`src/design/expiry_min_heap_timer_queue_assert.svh`:
```
// Assertion macros for the timer queue RTL.
`ifndef EXPIRY_MIN_HEAP_TIMER_QUEUE_ASSERT_SVH
`define EXPIRY_MIN_HEAP_TIMER_QUEUE_ASSERT_SVH

// Consequent must hold in the same cycle as the antecedent.
`define EMHTQ_ASSERT_SAME(label, ante, cons, msg) \
  label: assert property (@(posedge clk) disable iff (!rst_n) (ante) |-> (cons)) \
    else $error(msg);

// Consequent must hold in the cycle after the antecedent.
`define EMHTQ_ASSERT_NEXT(label, ante, cons, msg) \
  label: assert property (@(posedge clk) disable iff (!rst_n) (ante) |=> (cons)) \
    else $error(msg);

`endif

```
`src/design/emhtq_pkg.sv`:
```
// Package with shared types, codes and default sizes of the timer queue.
`default_nettype none
package emhtq_pkg;

  // Default sizes.
  localparam int CAPACITY_DEF  = 64;
  localparam int TIME_BITS_DEF = 32;
  localparam int ID_BITS_DEF   = 16;

  // Command codes carried on the input tuser.
  localparam logic CMD_ADD  = 1'b0;
  localparam logic CMD_TICK = 1'b1;

  // Result status codes.
  typedef logic [1:0] status_t;
  localparam status_t STATUS_ADDED   = 2'd0;
  localparam status_t STATUS_FULL    = 2'd1;
  localparam status_t STATUS_EXPIRED = 2'd2;
  localparam status_t STATUS_NONE    = 2'd3;

  // Control part of one result handed from the sequencer to the output stage.
  typedef struct packed {
    status_t status;
    logic    last;
  } res_ctl_t;

endpackage
`default_nettype wire

```
`src/design/emhtq_ram.sv`:
```
// Heap storage: one write port and two registered read ports.
`default_nettype none
module emhtq_ram #(
  parameter int DEPTH  = 64,
  parameter int WIDTH  = 48,
  parameter int ADDR_W = 6
) (
  input  wire logic              clk,
  input  wire logic              we,
  input  wire logic [ADDR_W-1:0] wa,
  input  wire logic [WIDTH-1:0]  wd,
  input  wire logic [ADDR_W-1:0] ra,
  input  wire logic [ADDR_W-1:0] rb,
  output logic      [WIDTH-1:0]  qa,
  output logic      [WIDTH-1:0]  qb
);

  logic [WIDTH-1:0] mem [DEPTH];

  // Write and read; reads return the contents before a same-cycle write.
  always_ff @(posedge clk) begin
    if (we) begin
      mem[wa] <= wd;
    end
    qa <= mem[ra];
    qb <= mem[rb];
  end

endmodule
`default_nettype wire

```
`src/design/emhtq_seq.sv`:
```
// Heap sequencer: sift-up on add, pop and sift-down on tick.
`default_nettype none
`include "expiry_min_heap_timer_queue_assert.svh"
module emhtq_seq #(
  parameter int CAPACITY  = emhtq_pkg::CAPACITY_DEF,
  parameter int TIME_BITS = emhtq_pkg::TIME_BITS_DEF,
  parameter int ID_BITS   = emhtq_pkg::ID_BITS_DEF,
  localparam int ADDR_W   = $clog2(CAPACITY),
  localparam int CNT_W    = $clog2(CAPACITY + 1)
) (
  input  wire logic                 clk,
  input  wire logic                 rst_n,
  // Command side.
  input  wire logic                 in_valid,
  output logic                      in_ready,
  input  wire logic                 in_cmd,
  input  wire logic [TIME_BITS-1:0] in_expire,
  input  wire logic [ID_BITS-1:0]   in_conn,
  input  wire logic [TIME_BITS-1:0] in_now,
  // Result side.
  output logic                      emit_valid,
  input  wire logic                 emit_ready,
  output emhtq_pkg::res_ctl_t       emit_ctl,
  output logic [ID_BITS-1:0]        emit_conn,
  output logic [TIME_BITS-1:0]      emit_at,
  output logic [CNT_W-1:0]          emit_occ
);
  import emhtq_pkg::*;

  localparam int EW  = TIME_BITS + ID_BITS;
  localparam int AW1 = ADDR_W + 1;

  localparam logic [2:0] S_IDLE   = 3'd0;
  localparam logic [2:0] S_PLACE  = 3'd1;
  localparam logic [2:0] S_UP_CMP = 3'd2;
  localparam logic [2:0] S_TK_CHK = 3'd3;
  localparam logic [2:0] S_DN_CMP = 3'd4;
  localparam logic [2:0] S_DN_PUT = 3'd5;
  localparam logic [2:0] S_EMIT   = 3'd6;

  logic [2:0]           state_r, state_nxt;
  logic [CNT_W-1:0]     count_r, count_nxt;
  logic [ADDR_W-1:0]    pos_r, pos_nxt;
  logic [EW-1:0]        key_r, key_nxt;
  logic [EW-1:0]        pop_r, pop_nxt;
  logic [TIME_BITS-1:0] now_r, now_nxt;
  logic [TIME_BITS-1:0] root_r, root_nxt;
  status_t              status_r, status_nxt;

  logic              mem_we;
  logic [ADDR_W-1:0] mem_wa, mem_ra, mem_rb;
  logic [EW-1:0]     mem_wd, mem_qa, mem_qb;

  logic [ADDR_W-1:0]    par_of_count, par_of_pos, par_of_par, count_last;
  logic [TIME_BITS-1:0] key_new, key_a, key_b, key_best;
  logic [EW-1:0]        best_ent;
  logic [AW1-1:0]       right_idx, next_left, cnt_ext, cnt_dec_ext;
  logic [ADDR_W-1:0]    best_addr;
  logic                 right_ok, more;
  logic [CNT_W-1:0]     count_dec;

  emhtq_ram #(
    .DEPTH  (CAPACITY),
    .WIDTH  (EW),
    .ADDR_W (ADDR_W)
  ) u_ram (
    .clk (clk),
    .we  (mem_we),
    .wa  (mem_wa),
    .wd  (mem_wd),
    .ra  (mem_ra),
    .rb  (mem_rb),
    .qa  (mem_qa),
    .qb  (mem_qb)
  );

  // Index arithmetic of the heap.
  assign par_of_count = (ADDR_W'(count_r) - ADDR_W'(1)) >> 1;
  assign par_of_pos   = (pos_r - ADDR_W'(1)) >> 1;
  assign par_of_par   = (par_of_pos - ADDR_W'(1)) >> 1;
  assign count_last   = ADDR_W'(count_r - CNT_W'(1));
  assign count_dec    = count_r - CNT_W'(1);
  assign cnt_ext      = AW1'(count_r);
  assign cnt_dec_ext  = AW1'(count_dec);

  // Child compare: pick the smaller child, the left one on a tie.
  assign key_new   = key_r[EW-1 -: TIME_BITS];
  assign key_a     = mem_qa[EW-1 -: TIME_BITS];
  assign key_b     = mem_qb[EW-1 -: TIME_BITS];
  assign right_idx = {pos_r, 1'b0} + AW1'(2);
  assign right_ok  = (right_idx < cnt_ext) && (key_b < key_a);
  assign best_ent  = right_ok ? mem_qb : mem_qa;
  assign key_best  = best_ent[EW-1 -: TIME_BITS];
  assign best_addr = right_ok ? ADDR_W'(right_idx) : ADDR_W'(right_idx - AW1'(1));
  assign next_left = {best_addr, 1'b0} + AW1'(1);

  // Another pop follows when the new root is due too.
  assign more = (count_r != '0) && (root_r <= now_r);

  // Result fields.
  assign emit_ctl.status = status_r;
  assign emit_ctl.last   = !((status_r == STATUS_EXPIRED) && more);
  assign emit_conn       = (status_r == STATUS_EXPIRED) ? pop_r[ID_BITS-1:0] : '0;
  assign emit_at         = (status_r == STATUS_EXPIRED) ? pop_r[EW-1 -: TIME_BITS] : '0;
  assign emit_occ        = count_r;
  assign emit_valid      = (state_r == S_EMIT);
  assign in_ready        = (state_r == S_IDLE);

  // Sequencer.
  always_comb begin
    state_nxt  = state_r;
    count_nxt  = count_r;
    pos_nxt    = pos_r;
    key_nxt    = key_r;
    pop_nxt    = pop_r;
    now_nxt    = now_r;
    root_nxt   = root_r;
    status_nxt = status_r;
    mem_we     = 1'b0;
    mem_wa     = pos_r;
    mem_wd     = key_r;
    mem_ra     = '0;
    mem_rb     = count_last;
    case (state_r)
      S_IDLE: begin
        if (in_valid) begin
          if (in_cmd == CMD_ADD) begin
            if (count_r == CNT_W'(CAPACITY)) begin
              status_nxt = STATUS_FULL;
              state_nxt  = S_EMIT;
            end else begin
              key_nxt    = {in_expire, in_conn};
              pos_nxt    = ADDR_W'(count_r);
              count_nxt  = count_r + CNT_W'(1);
              status_nxt = STATUS_ADDED;
              mem_ra     = par_of_count;
              state_nxt  = (count_r == '0) ? S_PLACE : S_UP_CMP;
            end
          end else begin
            now_nxt   = in_now;
            mem_ra    = '0;
            mem_rb    = count_last;
            state_nxt = S_TK_CHK;
          end
        end
      end
      S_UP_CMP: begin
        // Move the parent down while the new key is strictly earlier.
        if (key_new < key_a) begin
          mem_we  = 1'b1;
          mem_wa  = pos_r;
          mem_wd  = mem_qa;
          pos_nxt = par_of_pos;
          mem_ra  = par_of_par;
          if (par_of_pos == '0) begin
            state_nxt = S_PLACE;
          end
        end else begin
          state_nxt = S_PLACE;
        end
      end
      S_PLACE: begin
        mem_we    = 1'b1;
        mem_wa    = pos_r;
        mem_wd    = key_r;
        state_nxt = S_EMIT;
      end
      S_TK_CHK: begin
        // Pop the root if due; the last entry becomes the one to sink.
        if ((count_r != '0) && (key_a <= now_r)) begin
          pop_nxt    = mem_qa;
          key_nxt    = mem_qb;
          count_nxt  = count_dec;
          pos_nxt    = '0;
          status_nxt = STATUS_EXPIRED;
          mem_ra     = ADDR_W'(1);
          mem_rb     = ADDR_W'(2);
          if (count_dec == '0) begin
            state_nxt = S_EMIT;
          end else if (cnt_dec_ext > AW1'(1)) begin
            state_nxt = S_DN_CMP;
          end else begin
            state_nxt = S_DN_PUT;
          end
        end else begin
          status_nxt = STATUS_NONE;
          state_nxt  = S_EMIT;
        end
      end
      S_DN_CMP: begin
        // Lift the smaller child while it is strictly earlier.
        mem_we = 1'b1;
        mem_wa = pos_r;
        if (key_best < key_new) begin
          mem_wd  = best_ent;
          pos_nxt = best_addr;
          mem_ra  = ADDR_W'(next_left);
          mem_rb  = ADDR_W'(next_left + AW1'(1));
          if (pos_r == '0) begin
            root_nxt = key_best;
          end
          state_nxt = (next_left < cnt_ext) ? S_DN_CMP : S_DN_PUT;
        end else begin
          mem_wd = key_r;
          if (pos_r == '0) begin
            root_nxt = key_new;
          end
          state_nxt = S_EMIT;
        end
      end
      S_DN_PUT: begin
        mem_we = 1'b1;
        mem_wa = pos_r;
        mem_wd = key_r;
        if (pos_r == '0) begin
          root_nxt = key_new;
        end
        state_nxt = S_EMIT;
      end
      S_EMIT: begin
        if (emit_ready) begin
          mem_ra    = '0;
          mem_rb    = count_last;
          state_nxt = ((status_r == STATUS_EXPIRED) && more) ? S_TK_CHK : S_IDLE;
        end
      end
      default: begin
        state_nxt = S_IDLE;
      end
    endcase
  end

  // Control state.
  always_ff @(posedge clk) begin
    if (!rst_n) begin
      state_r <= S_IDLE;
      count_r <= '0;
    end else begin
      state_r <= state_nxt;
      count_r <= count_nxt;
    end
  end

  // Working registers.
  always_ff @(posedge clk) begin
    pos_r    <= pos_nxt;
    key_r    <= key_nxt;
    pop_r    <= pop_nxt;
    now_r    <= now_nxt;
    root_r   <= root_nxt;
    status_r <= status_nxt;
  end

  `EMHTQ_ASSERT_SAME(a_count_range, 1'b1, count_r <= CNT_W'(CAPACITY), "occupancy above capacity")
  `EMHTQ_ASSERT_SAME(a_write_in_heap, mem_we, AW1'(mem_wa) < cnt_ext, "write beyond heap end")
  `EMHTQ_ASSERT_SAME(a_full_only_at_cap, emit_valid && (status_r == STATUS_FULL), count_r == CNT_W'(CAPACITY), "full reported below capacity")
  `EMHTQ_ASSERT_SAME(a_more_only_expired, emit_valid && !emit_ctl.last, status_r == STATUS_EXPIRED, "non-final result that is not an expiry")
  `EMHTQ_ASSERT_NEXT(a_pop_follows, emit_valid && emit_ready && !emit_ctl.last, state_r == S_TK_CHK, "pop chain broken")

endmodule
`default_nettype wire

```
`src/design/expiry_min_heap_timer_queue.sv`:
```
// Add: accept, then a compare step for each level climbed, then place and emit.
// Tick: for each expired entry, check, then a sink step for each level sunk, then emit.
// A tick with nothing due goes through check and emit; one item is worked at a time.
// Each level step compares keys read from the heap RAM through its registered read ports.
// Synchronous active-low reset empties the heap at once; entry contents need no clearing.
// Top level: stream ports, output register and the heap sequencer.
`default_nettype none
module expiry_min_heap_timer_queue #(
  parameter int CAPACITY   = emhtq_pkg::CAPACITY_DEF,
  parameter int TIME_BITS  = emhtq_pkg::TIME_BITS_DEF,
  parameter int ID_BITS    = emhtq_pkg::ID_BITS_DEF,
  localparam int CNT_W     = $clog2(CAPACITY + 1),
  localparam int IN_DATA_W = ((2 * TIME_BITS + ID_BITS + 7) / 8) * 8,
  localparam int OUT_DATA_W = ((TIME_BITS + ID_BITS + CNT_W + 7) / 8) * 8
) (
  input  wire logic                  clk,
  input  wire logic                  rst_n,
  input  wire logic                  in_tvalid,
  output logic                       in_tready,
  // expire_time, conn_id, now_time
  input  wire logic [IN_DATA_W-1:0]  in_tdata,
  // command
  input  wire logic                  in_tuser,
  output logic                       out_tvalid,
  input  wire logic                  out_tready,
  // expired_conn, expired_at, occupancy
  output logic [OUT_DATA_W-1:0]      out_tdata,
  // status
  output emhtq_pkg::status_t         out_tuser,
  output logic                       out_tlast
);
  import emhtq_pkg::*;

  logic                 emit_valid, emit_ready;
  res_ctl_t             emit_ctl;
  logic [ID_BITS-1:0]   emit_conn;
  logic [TIME_BITS-1:0] emit_at;
  logic [CNT_W-1:0]     emit_occ;

  logic                 out_valid_r;
  res_ctl_t             out_ctl_r;
  logic [ID_BITS-1:0]   out_conn_r;
  logic [TIME_BITS-1:0] out_at_r;
  logic [CNT_W-1:0]     out_occ_r;

  emhtq_seq #(
    .CAPACITY  (CAPACITY),
    .TIME_BITS (TIME_BITS),
    .ID_BITS   (ID_BITS)
  ) u_seq (
    .clk        (clk),
    .rst_n      (rst_n),
    .in_valid   (in_tvalid),
    .in_ready   (in_tready),
    .in_cmd     (in_tuser),
    .in_expire  (in_tdata[TIME_BITS-1:0]),
    .in_conn    (in_tdata[TIME_BITS +: ID_BITS]),
    .in_now     (in_tdata[TIME_BITS + ID_BITS +: TIME_BITS]),
    .emit_valid (emit_valid),
    .emit_ready (emit_ready),
    .emit_ctl   (emit_ctl),
    .emit_conn  (emit_conn),
    .emit_at    (emit_at),
    .emit_occ   (emit_occ)
  );

  // The output register takes a new result when empty or being drained.
  assign emit_ready = !out_valid_r || out_tready;

  always_ff @(posedge clk) begin
    if (!rst_n) begin
      out_valid_r <= 1'b0;
    end else if (emit_ready) begin
      out_valid_r <= emit_valid;
    end
  end

  always_ff @(posedge clk) begin
    if (emit_ready && emit_valid) begin
      out_ctl_r  <= emit_ctl;
      out_conn_r <= emit_conn;
      out_at_r   <= emit_at;
      out_occ_r  <= emit_occ;
    end
  end

  // Result transfer fields.
  assign out_tvalid = out_valid_r;
  assign out_tuser  = out_ctl_r.status;
  assign out_tlast  = out_ctl_r.last;
  assign out_tdata  = OUT_DATA_W'({out_occ_r, out_at_r, out_conn_r});

endmodule
`default_nettype wire
```
`config.mk`:
```
export PLATFORM = sky130hd
export DESIGN_NAME = expiry_min_heap_timer_queue
export DESIGN_NICKNAME = d
export VERILOG_FILES = /design/src/design/emhtq_pkg.sv /design/src/design/emhtq_ram.sv /design/src/design/emhtq_seq.sv /design/src/design/expiry_min_heap_timer_queue.sv
export VERILOG_INCLUDE_DIRS = /design/src /design/src/design
export SDC_FILE = /design/constraint.sdc
export NUM_CORES = 2
export LEC_CHECK = 0
export ABC_CLOCK_PERIOD_IN_PS = 14200
export BUFFER_PORTS_ARGS = -buffer_cell sky130_fd_sc_hd__buf_2
export CORE_AREA = 2 2 633 635
export CTS_CLUSTER_DIAMETER = 200
export DETAILED_ROUTE_END_ITERATION = 10
export DIE_AREA = 0 0 635 637
export SLEW_MARGIN = 20
export SYNTH_ARGS = -nofsm -noshare
export SYNTH_HDL_FRONTEND = slang
export SYNTH_HIERARCHICAL = 1
export SYNTH_SLANG_ARGS = --single-unit
```
`constraint.sdc`:
```
create_clock -name clk -period 14.2 [get_ports clk]
set_input_delay 3.55 -clock clk [delete_from_list [all_inputs] [get_ports clk]]
set_output_delay 3.55 -clock clk [all_outputs]
set_load 0.005 [all_outputs]
```
==> key figures <==
Status
  • Outcome: finished clean

Routing
  • DRC viols: 0
  • Post-DRT Antenna Nets: 0
  • Vias/cell: 6.77
  • Starting DRT DRC Count: 15,500
  • Via count: 96,900
  • WL/cell: 40.4 um
  • WL final: 578,000 um
  • Initial DRT Pass Iterations: 8

Placement
  • Number of port buffers: 144
  • Routability cong.: 0.900
  • Post-DP HPWL: 342,000 um
  • DP Area: 166,000 um2

Layout
  • Share of cells above drive strength 1: 0.311
  • Multi-input logic area: 54,600 um2
  • Nets: 8,969
  • Area grow syn2layout: 12.8%
  • Filler instances: 33,600
  • Design area: 179,000 um2
  • Reg area: 101,000 um2

Timing
  • RSZ-0062 raised after global routing: no
  • Worst-margin pin slew: 1280 ps
  • Post-route minimum period: 11,320 ps
  • Slew margin rel.: 0.145
  • Hold Violations, Final: 0
  • Final setup skew: 57.1 ps
  • Setup-failing EPs final: 0
  • Final Max Tran Viols: 0
  • Setup TNS: 0 ps
  • Final Cycle Share: 0.797
  • Fmax: 0.0884 GHz

Setup path
  • CP endpoint kind: flip-flop
  • R2r setup slk: 2880 ps
  • Critical Path Start: u_seq/pos_r[0]$_DFFE_PP_
  • R2R Path End: u_seq/u_ram/qa[21]$_DFF_P_
  • Critical path's largest stage delay: 1080 ps
  • Data required, critical path: 15,020 ps
  • Crit path DAT: 12,140 ps
  • CP max-delay cell: nor4_1
  • Capture point of the worst path: u_seq/u_ram/qa[21]$_DFF_P_
  • Nature of the critical path startpoint: flip-flop
  • Register-to-Register Path Depth: 29
  • Crit Path Class: flip-flop to flip-flop
  • Largest fanout on the critical path: 58
  • Crit-path most repeated cell: buf_4
  • Reg2reg start: u_seq/pos_r[0]$_DFFE_PP_

Yosys
  • Seq/Total Area, Yosys: 0.638
  • Number of flops mapped to enable cells by yosys: 3,298
  • Mapped cell area: 159,000 um2
  • Syn. warnings: 6
  • Syn nets: 8,739
  • Distinct cells, synth: 78
  • Post-synth ARST share: 0
  • Synth Flop Type: edfxtp_1
  • Synth Register Bits: 3,405
  • Post-Syn Instances: 8,476
  • Mapped Avg Cell Area: 18.7 um2

Clock network
  • Setup Fix Bufs, Post-CTS: 0
  • Number of CTS-inserted buffers: 368
  • Clock tree root driver cell: clkbuf_16
  • Clk_lat worst skew: 1000 ps
  • PostCTS Resize Cnt: 0
  • Hold buffer count at cts: 0
  • Clock transition at path regs: 60 ps
  • # H-tree levels: 5
  • CTS Buffer Depth: 4
  • CTS tree: yes
  • TritonCTS Sinks: 3,405

Floorplanning
  • Die area: 404,000 um2
  • Initial Util: 0.398
  • Chip width: 635 um
  • Row cnt: 232
  • Die H: 637 um
  • # IOs: 146
  • Core box area: 398,000 um2

Global routing
  • Initial antenna violation count: 46
  • GRT busiest layer: met2
  • Largest net degree at the start of global routing: 119
  • Met2 Track Usage GR: 0.421
  • Met1 usage: 0.372
  • Met3 Usage GRT: 0.0916
  • Global-route wire length before repair: 788,000 um
  • Tot GR Track Use: 0.280
  • Vias in the first global route: 94,900
  • Remaining Overflow, GRT: 0

Hold path
  • Worst hold-check path type: flip-flop to flip-flop

Power and ir drop
  • P_leak: 58.2 nW
  • Pwr Density: 288 nW/um2
  • VDD IR max: 0.000267 V

Flow run
  • MaxCap Viol Count: 0
## per-layer routing
layer | part of all wire | vias up
li1 | - | 36600
met1 | 0.36 | 51500
met2 | 0.44 | 7442
met3 | 0.14 | 1405
met4 | 0.054 | 20
met5 | 0.00022 | -
## Yosys cell counts (63+ instances only)
library cell	count	area, um2
a221oi_1	82	718
o221ai_1	69	604
mux2_2	65	732
buf_2	237	1190
nor2_1	234	878
nand2_1	291	1090
clkbuf_1	213	800
buf_4	98	736
mux2i_1	371	3710
and2_1	63	394
ha_1	178	2230
mux4_2	1508	34000
nand3_1	83	415
o21ai_0	129	646
dfxtp_1	107	2140
a21oi_1	241	1210
inv_1	156	586
edfxtp_1	3298	99000
nor3_1	65	325
o22ai_1	234	1460
## flip-flops by register name (all words and copies together), names as in the netlist, 16 cells and up
| name | flops |
|---|---|
| out_at_r | 32 |
| out_conn_r | 16 |
| u_seq/key_r | 48 |
| u_seq/now_r | 32 |
| u_seq/pop_r | 48 |
| u_seq/root_r | 32 |
| u_seq/u_ram/mem | 3072 |
| u_seq/u_ram/qa | 48 |
| u_seq/u_ram/qb | 48 |
## per-stage QoR
step	power, W	hold WS (ps)	setup slack, ps	utilization	instances
2_1_floorplan	0.0312	400	7300	-	8476
4_1_cts	0.0509	465	2830	0.449	14300
3_3_place_gp	0.0408	443	2780	0.418	13600
6_report	0.0515	465	2880	0.449	14300
3_5_place_dp	0.0411	449	2880	0.418	13600
5_1_grt	0.0529	482	2670	0.449	14300
## power by group
part           internal (W)  switching [W]
Clock               0.00572        0.00412
Sequential           0.0137       0.000697
Combinational        0.0102         0.0170
## worst max-delay path, delay by kind of cell (launching register included)
kind                       cells  cell delay [ps]
AOI/OAI and AO/OA             12             3890
buffers and inverters          6             2660
and+or+nand+nor                6             2280
adders and majority gates      3              860
DFF                            1              750
muxes                          1              370
xor gates and xnor gates       1              170
## logic make-up (layout without fill, tap and decap cells)
kind of cell,count (synthesis),in the layout,share of synthesized area
other,1,31,0.0000236
DFF,3405,3405,0.638
AOI/OAI and AO/OA,1136,1136,0.0489
buffers and inverters,787,1325,0.0251
and+or+nand+nor,1000,1000,0.0303
xor gates and xnor gates,25,25,0.00138
adders and majority gates,178,178,0.0140
muxes,1944,1944,0.242
## layout make-up
class / instances / area share
timing repair buffer: 488 / 0.0205
multi-input combinational: 4284 / 0.305
tap: 5265 / 0.0368
clock buffer: 480 / 0.0562
antenna: 30 / 0.000420
sequential: 3405 / 0.566
inverter: 159 / 0.00334
clock inverter: 198 / 0.0121
## placed cells by master (no fill, tap or decap), types with 65 or more instances in the layout
| master | count |
|---|---|
| a21oi_1 | 239 |
| a221oi_1 | 82 |
| buf_2 | 144 |
| buf_4 | 316 |
| clkbuf_1 | 76 |
| clkbuf_16 | 373 |
| clkinv_2 | 69 |
| dfxtp_1 | 107 |
| edfxtp_1 | 3298 |
| ha_1 | 178 |
| inv_1 | 154 |
| mux2_2 | 65 |
| mux2i_1 | 371 |
| mux4_2 | 1508 |
| nand2_1 | 282 |
| nand3_1 | 82 |
| nor2_1 | 169 |
| o21ai_0 | 120 |
| o221ai_1 | 66 |
| o22ai_1 | 234 |
## worst min-delay path by stage
stage,cells past startpoint,start,slack (ps),end
3_5_place_dp,0,u_seq/status_r[1]$_SDFFCE_PP1P_,450,out_tuser[1]$_DFFE_PP_
6_report,0,u_seq/status_r[1]$_SDFFCE_PP1P_,470,out_tuser[1]$_DFFE_PP_
5_1_grt,0,u_seq/status_r[1]$_SDFFCE_PP1P_,480,out_tuser[1]$_DFFE_PP_
2_1_floorplan,0,u_seq/u_ram/qa[7]$_DFF_P_,400,u_seq/pop_r[7]$_DFFE_PP_
3_3_place_gp,0,u_seq/status_r[1]$_SDFFCE_PP1P_,440,out_tuser[1]$_DFFE_PP_
4_1_cts,0,u_seq/status_r[1]$_SDFFCE_PP1P_,470,out_tuser[1]$_DFFE_PP_
Power figures use the tool's default switching activity.
